--- src/rtl/oll_pkg.sv ---
// ----------------------------------------------------------------------------
// oll_pkg: shared types for the ordered list block
// Request and response payloads, codes, and the per-cell control word.
// ----------------------------------------------------------------------------
`default_nettype none

package oll_pkg;

  localparam int unsigned MAX_ENTRIES_DEF = 32;
  localparam int unsigned VALUE_W         = 32;

  typedef enum logic [1:0] {
    REQ_INSERT = 2'd0,
    REQ_DELETE = 2'd1,
    REQ_DUMP   = 2'd2
  } req_type_e;

  typedef enum logic [2:0] {
    ST_OK           = 3'd0,
    ST_NOT_FOUND    = 3'd1,
    ST_EMPTY_DELETE = 3'd2,
    ST_FULL         = 3'd3,
    ST_DUMP_EMPTY   = 3'd4
  } status_e;

  typedef struct packed {
    logic [1:0]                req_type;
    logic signed [VALUE_W-1:0] item_value;
  } req_t;

  typedef struct packed {
    logic signed [VALUE_W-1:0] out_value;
    logic [2:0]                status;
    logic                      last;
  } resp_t;

  // broadcast to every cell
  typedef struct packed {
    logic                      cap;  // latch compare result
    logic                      ins;  // shift toward the tail
    logic                      del;  // close the gap at the first match
    logic                      rot;  // rotate the occupied part by one
    logic signed [VALUE_W-1:0] key;  // insert value / delete key
  } cell_ctrl_t;

endpackage

`default_nettype wire

--- src/rtl/ordered_list_push_delete_dump.sv ---
// ----------------------------------------------------------------------------
// ordered_list_push_delete_dump: bounded ordered list in a chain of cells
// Insert at front, delete first match, dump front to back.
// ----------------------------------------------------------------------------
//
//  channel | ports                              | payload
//  --------+------------------------------------+---------------------------
//  request | in_valid_i / in_ready_o            | in_data_i  (req_t)
//  result  | out_valid_o / out_ready_i          | out_data_o (resp_t)
//
//  Insert: the chain shifts at the accepting edge, result registered.
//  Delete: compare in every cell, then a prefix-OR along the chain
//          picks the first match and the cells behind it shift forward.
//  Dump:   for N entries, one rotation of the chain per result;
//          after N rotations the list is back in order.
//  Reset clears the count and the control; cell contents stay undefined.
//  A stalled result holds the block: a request is taken only from idle and
//  only when the output register is free or being emptied.
//
`default_nettype none

module ordered_list_push_delete_dump
  import oll_pkg::*;
#(
  parameter int unsigned MAX_ENTRIES = MAX_ENTRIES_DEF
) (
  input  wire logic  clk_i,
  input  wire logic  rst_ni,
  input  wire logic  in_valid_i,
  output logic       in_ready_o,
  input  wire req_t  in_data_i,
  output logic       out_valid_o,
  input  wire logic  out_ready_i,
  output resp_t      out_data_o
);

  localparam int unsigned CntW = $clog2(MAX_ENTRIES + 1);

  typedef enum logic [2:0] {
    S_IDLE = 3'b001,
    S_DEL  = 3'b010,
    S_DUMP = 3'b100
  } state_e;

  state_e          state_q, state_d;
  logic [CntW-1:0] count_q, count_d;
  logic [CntW-1:0] rem_q, rem_d;    // results left in the dump
  logic            out_valid_q, out_valid_d;
  resp_t           out_q, out_d;

  cell_ctrl_t                ctrl;
  logic signed [VALUE_W-1:0] cell_val [MAX_ENTRIES];
  logic [MAX_ENTRIES:0]      found;
  logic [MAX_ENTRIES-1:0]    occ, tail;

  logic out_free, in_fire;

  assign out_free   = !out_valid_q || out_ready_i;
  assign in_ready_o = (state_q == S_IDLE) && out_free;
  assign in_fire    = in_valid_i && in_ready_o;

  // ---- cell chain ----
  assign found[0] = 1'b0;

  for (genvar i = 0; i < MAX_ENTRIES; i++) begin : g_cell
    logic signed [VALUE_W-1:0] left, right;

    assign occ[i]  = CntW'(i) < count_q;
    assign tail[i] = CntW'(i + 1) == count_q;

    if (i == 0) begin : g_front
      assign left = ctrl.key;
    end else begin : g_mid
      assign left = cell_val[i-1];
    end

    if (i == MAX_ENTRIES - 1) begin : g_end
      assign right = cell_val[i];
    end else begin : g_inner
      assign right = cell_val[i+1];
    end

    oll_cell u_cell (
      .clk_i   (clk_i),
      .ctrl_i  (ctrl),
      .occ_i   (occ[i]),
      .tail_i  (tail[i]),
      .left_i  (left),
      .right_i (right),
      .head_i  (cell_val[0]),
      .found_i (found[i]),
      .found_o (found[i+1]),
      .value_o (cell_val[i])
    );
  end

  // ---- control ----
  always_comb begin
    state_d     = state_q;
    count_d     = count_q;
    rem_d       = rem_q;
    out_valid_d = out_valid_q && !out_ready_i;
    out_d       = out_q;
    ctrl        = '0;
    ctrl.key    = in_data_i.item_value;

    unique case (state_q)
      S_IDLE: begin
        if (in_fire) begin
          out_d.out_value = '0;
          out_d.last      = 1'b1;
          unique case (in_data_i.req_type)
            REQ_INSERT: begin
              out_valid_d = 1'b1;
              if (count_q >= CntW'(MAX_ENTRIES)) begin
                out_d.status = ST_FULL;
              end else begin
                ctrl.ins     = 1'b1;
                count_d      = count_q + 1'b1;
                out_d.status = ST_OK;
              end
            end
            REQ_DELETE: begin
              if (count_q == '0) begin
                out_valid_d  = 1'b1;
                out_d.status = ST_EMPTY_DELETE;
              end else begin
                ctrl.cap = 1'b1;
                state_d  = S_DEL;
              end
            end
            REQ_DUMP: begin
              if (count_q == '0) begin
                out_valid_d  = 1'b1;
                out_d.status = ST_DUMP_EMPTY;
              end else begin
                rem_d   = count_q;
                state_d = S_DUMP;
              end
            end
            default: begin
              // unused code: dropped without a result
            end
          endcase
        end
      end
      S_DEL: begin
        if (out_free) begin
          ctrl.del        = 1'b1;
          out_valid_d     = 1'b1;
          out_d.out_value = '0;
          out_d.last      = 1'b1;
          if (found[MAX_ENTRIES]) begin
            count_d      = count_q - 1'b1;
            out_d.status = ST_OK;
          end else begin
            out_d.status = ST_NOT_FOUND;
          end
          state_d = S_IDLE;
        end
      end
      S_DUMP: begin
        if (out_free) begin
          ctrl.rot        = 1'b1;
          out_valid_d     = 1'b1;
          out_d.out_value = cell_val[0];
          out_d.status    = ST_OK;
          out_d.last      = (rem_q == CntW'(1));
          rem_d           = rem_q - 1'b1;
          if (rem_q == CntW'(1)) begin
            state_d = S_IDLE;
          end
        end
      end
      default: state_d = S_IDLE;
    endcase
  end

  always_ff @(posedge clk_i or negedge rst_ni) begin
    if (!rst_ni) begin
      state_q     <= S_IDLE;
      count_q     <= '0;
      rem_q       <= '0;
      out_valid_q <= 1'b0;
    end else begin
      state_q     <= state_d;
      count_q     <= count_d;
      rem_q       <= rem_d;
      out_valid_q <= out_valid_d;
    end
  end

  always_ff @(posedge clk_i) begin
    out_q <= out_d;
  end

  assign out_valid_o = out_valid_q;
  assign out_data_o  = out_q;

endmodule

`default_nettype wire

--- src/rtl/oll_cell.sv ---
// ----------------------------------------------------------------------------
// oll_cell: one list cell
// Holds one entry, compares it with the key, and moves data to or from its
// neighbors on insert, delete and dump rotation.
// ----------------------------------------------------------------------------
`default_nettype none

module oll_cell
  import oll_pkg::*;
(
  input  wire logic                      clk_i,
  input  wire cell_ctrl_t                ctrl_i,
  input  wire logic                      occ_i,    // cell below the count
  input  wire logic                      tail_i,   // last occupied cell
  input  wire logic signed [VALUE_W-1:0] left_i,   // toward the front
  input  wire logic signed [VALUE_W-1:0] right_i,  // toward the tail
  input  wire logic signed [VALUE_W-1:0] head_i,
  input  wire logic                      found_i,  // match somewhere in front
  output logic                           found_o,
  output logic signed [VALUE_W-1:0]      value_o
);

  logic signed [VALUE_W-1:0] value_q, value_d;
  logic                      match_q;

  assign found_o = found_i | match_q;
  assign value_o = value_q;

  always_comb begin
    value_d = value_q;
    if (ctrl_i.ins) begin
      value_d = left_i;
    end else if (ctrl_i.del && found_o) begin
      value_d = right_i;
    end else if (ctrl_i.rot) begin
      value_d = tail_i ? head_i : right_i;
    end
  end

  always_ff @(posedge clk_i) begin
    value_q <= value_d;
    if (ctrl_i.cap) begin
      match_q <= occ_i && (value_q == ctrl_i.key);
    end
  end

endmodule

`default_nettype wire

--- config.mk ---
export PLATFORM = sky130hd
export DESIGN_NAME = ordered_list_push_delete_dump
export DESIGN_NICKNAME = d
export VERILOG_FILES = /design/src/rtl/oll_pkg.sv /design/src/rtl/ordered_list_push_delete_dump.sv /design/src/rtl/oll_cell.sv
export SDC_FILE = /design/constraint.sdc
export NUM_CORES = 2
export LEC_CHECK = 0
export BUFFER_PORTS_ARGS = -buffer_cell sky130_fd_sc_hd__buf_2
export CAP_MARGIN = 20
export CORE_MARGIN = 2
export CORE_UTILIZATION = 55
export CTS_CLUSTER_DIAMETER = 40
export DETAILED_ROUTE_END_ITERATION = 10
export PLACE_DENSITY = 0.71
export SLEW_MARGIN = 0
export SYNTH_ARGS = -nofsm -noshare
export SYNTH_HDL_FRONTEND = slang
export SYNTH_SLANG_ARGS = --single-unit
--- constraint.sdc ---
create_clock -name clk_i -period 6.95 [get_ports clk_i]
set_clock_uncertainty 0.1 [all_clocks]
set_input_delay 1.39 -clock clk_i [delete_from_list [all_inputs] [get_ports clk_i]]
set_output_delay 1.39 -clock clk_i [all_outputs]
set_load 0.01 [all_outputs]
==> flow_summary.toml <==
[worst_hold_path]
hold_path.class = "input pin to asynchronous set/reset pin"

[routing]
ant_nets = 0
drt_first_pass_iters = 11
met2WireLength_mm = 125
drc = 1
routed_wl_mm = 303
highest_layer = "met5"
drt_iter0_drc = 11258
met1Wirelength_mm = 100
wl_met3_mm = 46.3
routed-via-count = 57783
avgRoutedWirePerCell_um = 38.5
avgViaCountPerCell = 7.33

[setup_path]
criticalPathCategory = "input pin to flip-flop"
reg2reg_setup_slack_ns = 2.71
critPathBufInv = 3
reg2reg_depth = 8
path_common_cell = "buf_4"
slowest_stage = "buf_4"
reg2reg_from = "count_q[0]"
crit_chain = "buf_2, nor2b_1, or3_4, buf_4, o21ai_0, and2_1, buf_4, o221a_2"
regToRegEndpoint = "g_cell[7].u_cell.value_o[3]"
crit_path_start_kind = "input pin"
cp_max_fo = 69
arrival_ns = 4.76
cp.required_ns = 7.43
path_depth = 8
slowest_delay_ns = 0.73
setup.worst_path.end_class = "flip-flop"
crit_end = "g_cell[24].u_cell.value_o[11]"
setup.worst_path.start = "out_ready_i"
crit_family = "simple AND/OR/NAND/NOR gates"

[cells_and_area]
n_fill_cell = 9733
layout_common_cells = "edfxtp_1 (1092), nand2_1 (713), xor2_1 (681), o21ai_0 (375), xnor2_1 (345)"
stdcell_count = 7887
seqCellArea_sq_um = 33200
drive_above_1_share = 0.135
nets = 6155
syn2layout_area_growth_pct = 12.7
multi_input_area_sq_um = 31100
final_common_cell = "edfxtp_1"

[sta]
setup_slack_ns = 2.67
slew_viol_final = 0
max_slew_margin = 0.152
clock.fmax_mhz = 233
finalHoldViolCount = 0
period_needed_ns = 4.28
rsz0062_at_grt = "no"
tns_ns = 0
fin_crit_sh = 0.616
tightest_slew_ns = 1.26
finalSetupViolations = 0

[placed_design]
dp_slack_ns = 1.94
hpwl_mm = 203
placed_cells = 7530
gp_congestion = 1.03
port_buffers = 75

[cts]
htree_levels = 4
clkTransAtPathRegs_ns = 0.06
cts-resized-gates = 0
cts-root-buf = "clkbuf_16"
cts_buffers = 179
cts_hold_buf = 0
clock-sinks = 1108
cts_buffer_depth = 3
postCtsSetupBuffers = 0
worstSkewPairLatency_ns = 0.84
cts_tree = "yes"

[logic_synthesis]
ys_top_cells_by_area = "edfxtp_1 (49%), xor2_1 (9.0%), mux2i_1 (4.8%), xnor2_1 (4.5%), nand2_1 (4.0%)"
yosysUniqueCellTypes = 76
synth_top_area_share = 0.492
synth_edf_count = 1092
synthesis.nets = 6309
ys_ff_latch = 1108
syn_area_sq_um = 66600
synth_top_area_cell = "edfxtp_1"
yosysWarningCount = 0
syn_area_per_cell_sq_um = 10.6
ys_async_sr_fraction = 0.0144
synth.yosys.seq_area_share = 0.498
synth_cells = 6260
synth-main-ff-cell = "edfxtp_1"

[floorplan]
coreArea_sq_um = 120000
boundaryPins = 76
die_x_um = 352
design.die.area_sq_um = 124000
rows = 127
die_h_um = 352
initial_core_util = 0.555

[grt]
grt_pass1_wl_mm = 416
globalRouteTotalUtil = 0.474
grt_pass1_vias = 54633
grt_max_degree = 278
antenna_found_initial = 25
overflow = 0

[job]
max-cap-violations = 0

[power]
p_leak_nw = 25.4
p_total_w = 0.0186
peakVddDrop_mv = 0.281
power_density_nw_per_um2 = 248

[run_status]
failed_checks = "DRC"
status = "finished with violations"
[cell type report]
cell class	count	share of cell area
flip-flops and latches	1108	0.442
multi-input cells	4463	0.415
clock buffers	198	0.0611
repair buffers	274	0.0282
well taps	1612	0.0269
clock inverters	139	0.0226
inverters	80	0.00400
diodes	13	0.000433
[per-stage QoR]
stage                     hold WS (ns)   util  instance area [sq um]
after global placement           0.385  0.572                  68600
after global routing             0.439  0.626                  75100
final                            0.413  0.626                  75100
after detailed placement         0.442  0.572                  68600
after floorplan                  0.371      -                  66600
after CTS                        0.405  0.624                  74900
[logic make-up (layout without fill, tap and decap cells)]
logic type / count (synthesis) / after routing / share of synthesized area
AO/OA/AOI/OAI: 1234 / 1234 / 0.136
XOR/XNOR: 1026 / 1026 / 0.135
adder cells (fa/ha/maj): 11 / 11 / 0.00207
buffers and inverters: 689 / 691 / 0.0400
flip-flops: 1108 / 1108 / 0.498
multiplexers: 354 / 354 / 0.0538
other: 0 / 13 / 0
AND/OR/NAND/NOR: 1838 / 1838 / 0.135
[power by group]
part	internal, W	switching [W]	leakage (nW)
clock	0.00584	0.00365	3.00
sequential	0.00749	0.000232	10.1
combinational	0.000410	0.00101	12.3
[sequential cells by signal (all words and copies together), names as in the netlist]
| name | cells |
|---|---|
| g_cell.u_cell.match_q | 32 |
| rem_q | 6 |
| out_valid_o | 1 |
| state_q | 3 |
| out_data_o | 36 |
| g_cell.u_cell.value_o | 1024 |
| count_q | 6 |
[per-layer routing]
layer,vias up,GRT usage
met3,1590,0.166
met4,14,0.400
li1,22809,-
met2,5709,0.676
met5,-,0
met1,27661,0.575
[cell usage after synthesis, drive strengths merged, types with 10 or more instances]
library cell / count
o21ai: 399
nor4: 193
or3: 15
or4: 12
nor2: 203
mux2: 32
nor3: 52
edfxtp: 1092
xor2: 681
a31o: 10
and2: 102
mux2i: 322
ha: 11
nand2: 714
o32a: 32
nand2b: 199
nand4: 115
a32oi: 25
xnor2: 345
a31oi: 44
a221o: 97
o21a: 34
o211ai: 162
inv: 80
a21oi: 148
buf: 141
a211oi: 13
nand3: 203
o221a: 192
dfrtp: 15
a221oi: 33
clkbuf: 468
[worst min-delay path by stage]
stage / endpoint / slack [ns] / cells after the start
2_1_floorplan: rem_q[5] / 0.37 / 2
3_3_place_gp: rem_q[5] / 0.38 / 2
3_5_place_dp: rem_q[5] / 0.44 / 2
4_1_cts: rem_q[5] / 0.40 / 1
5_1_grt: rem_q[5] / 0.44 / 1
6_report: rem_q[5] / 0.41 / 1
No activity file was read; power rests on OpenSTA's default activity.
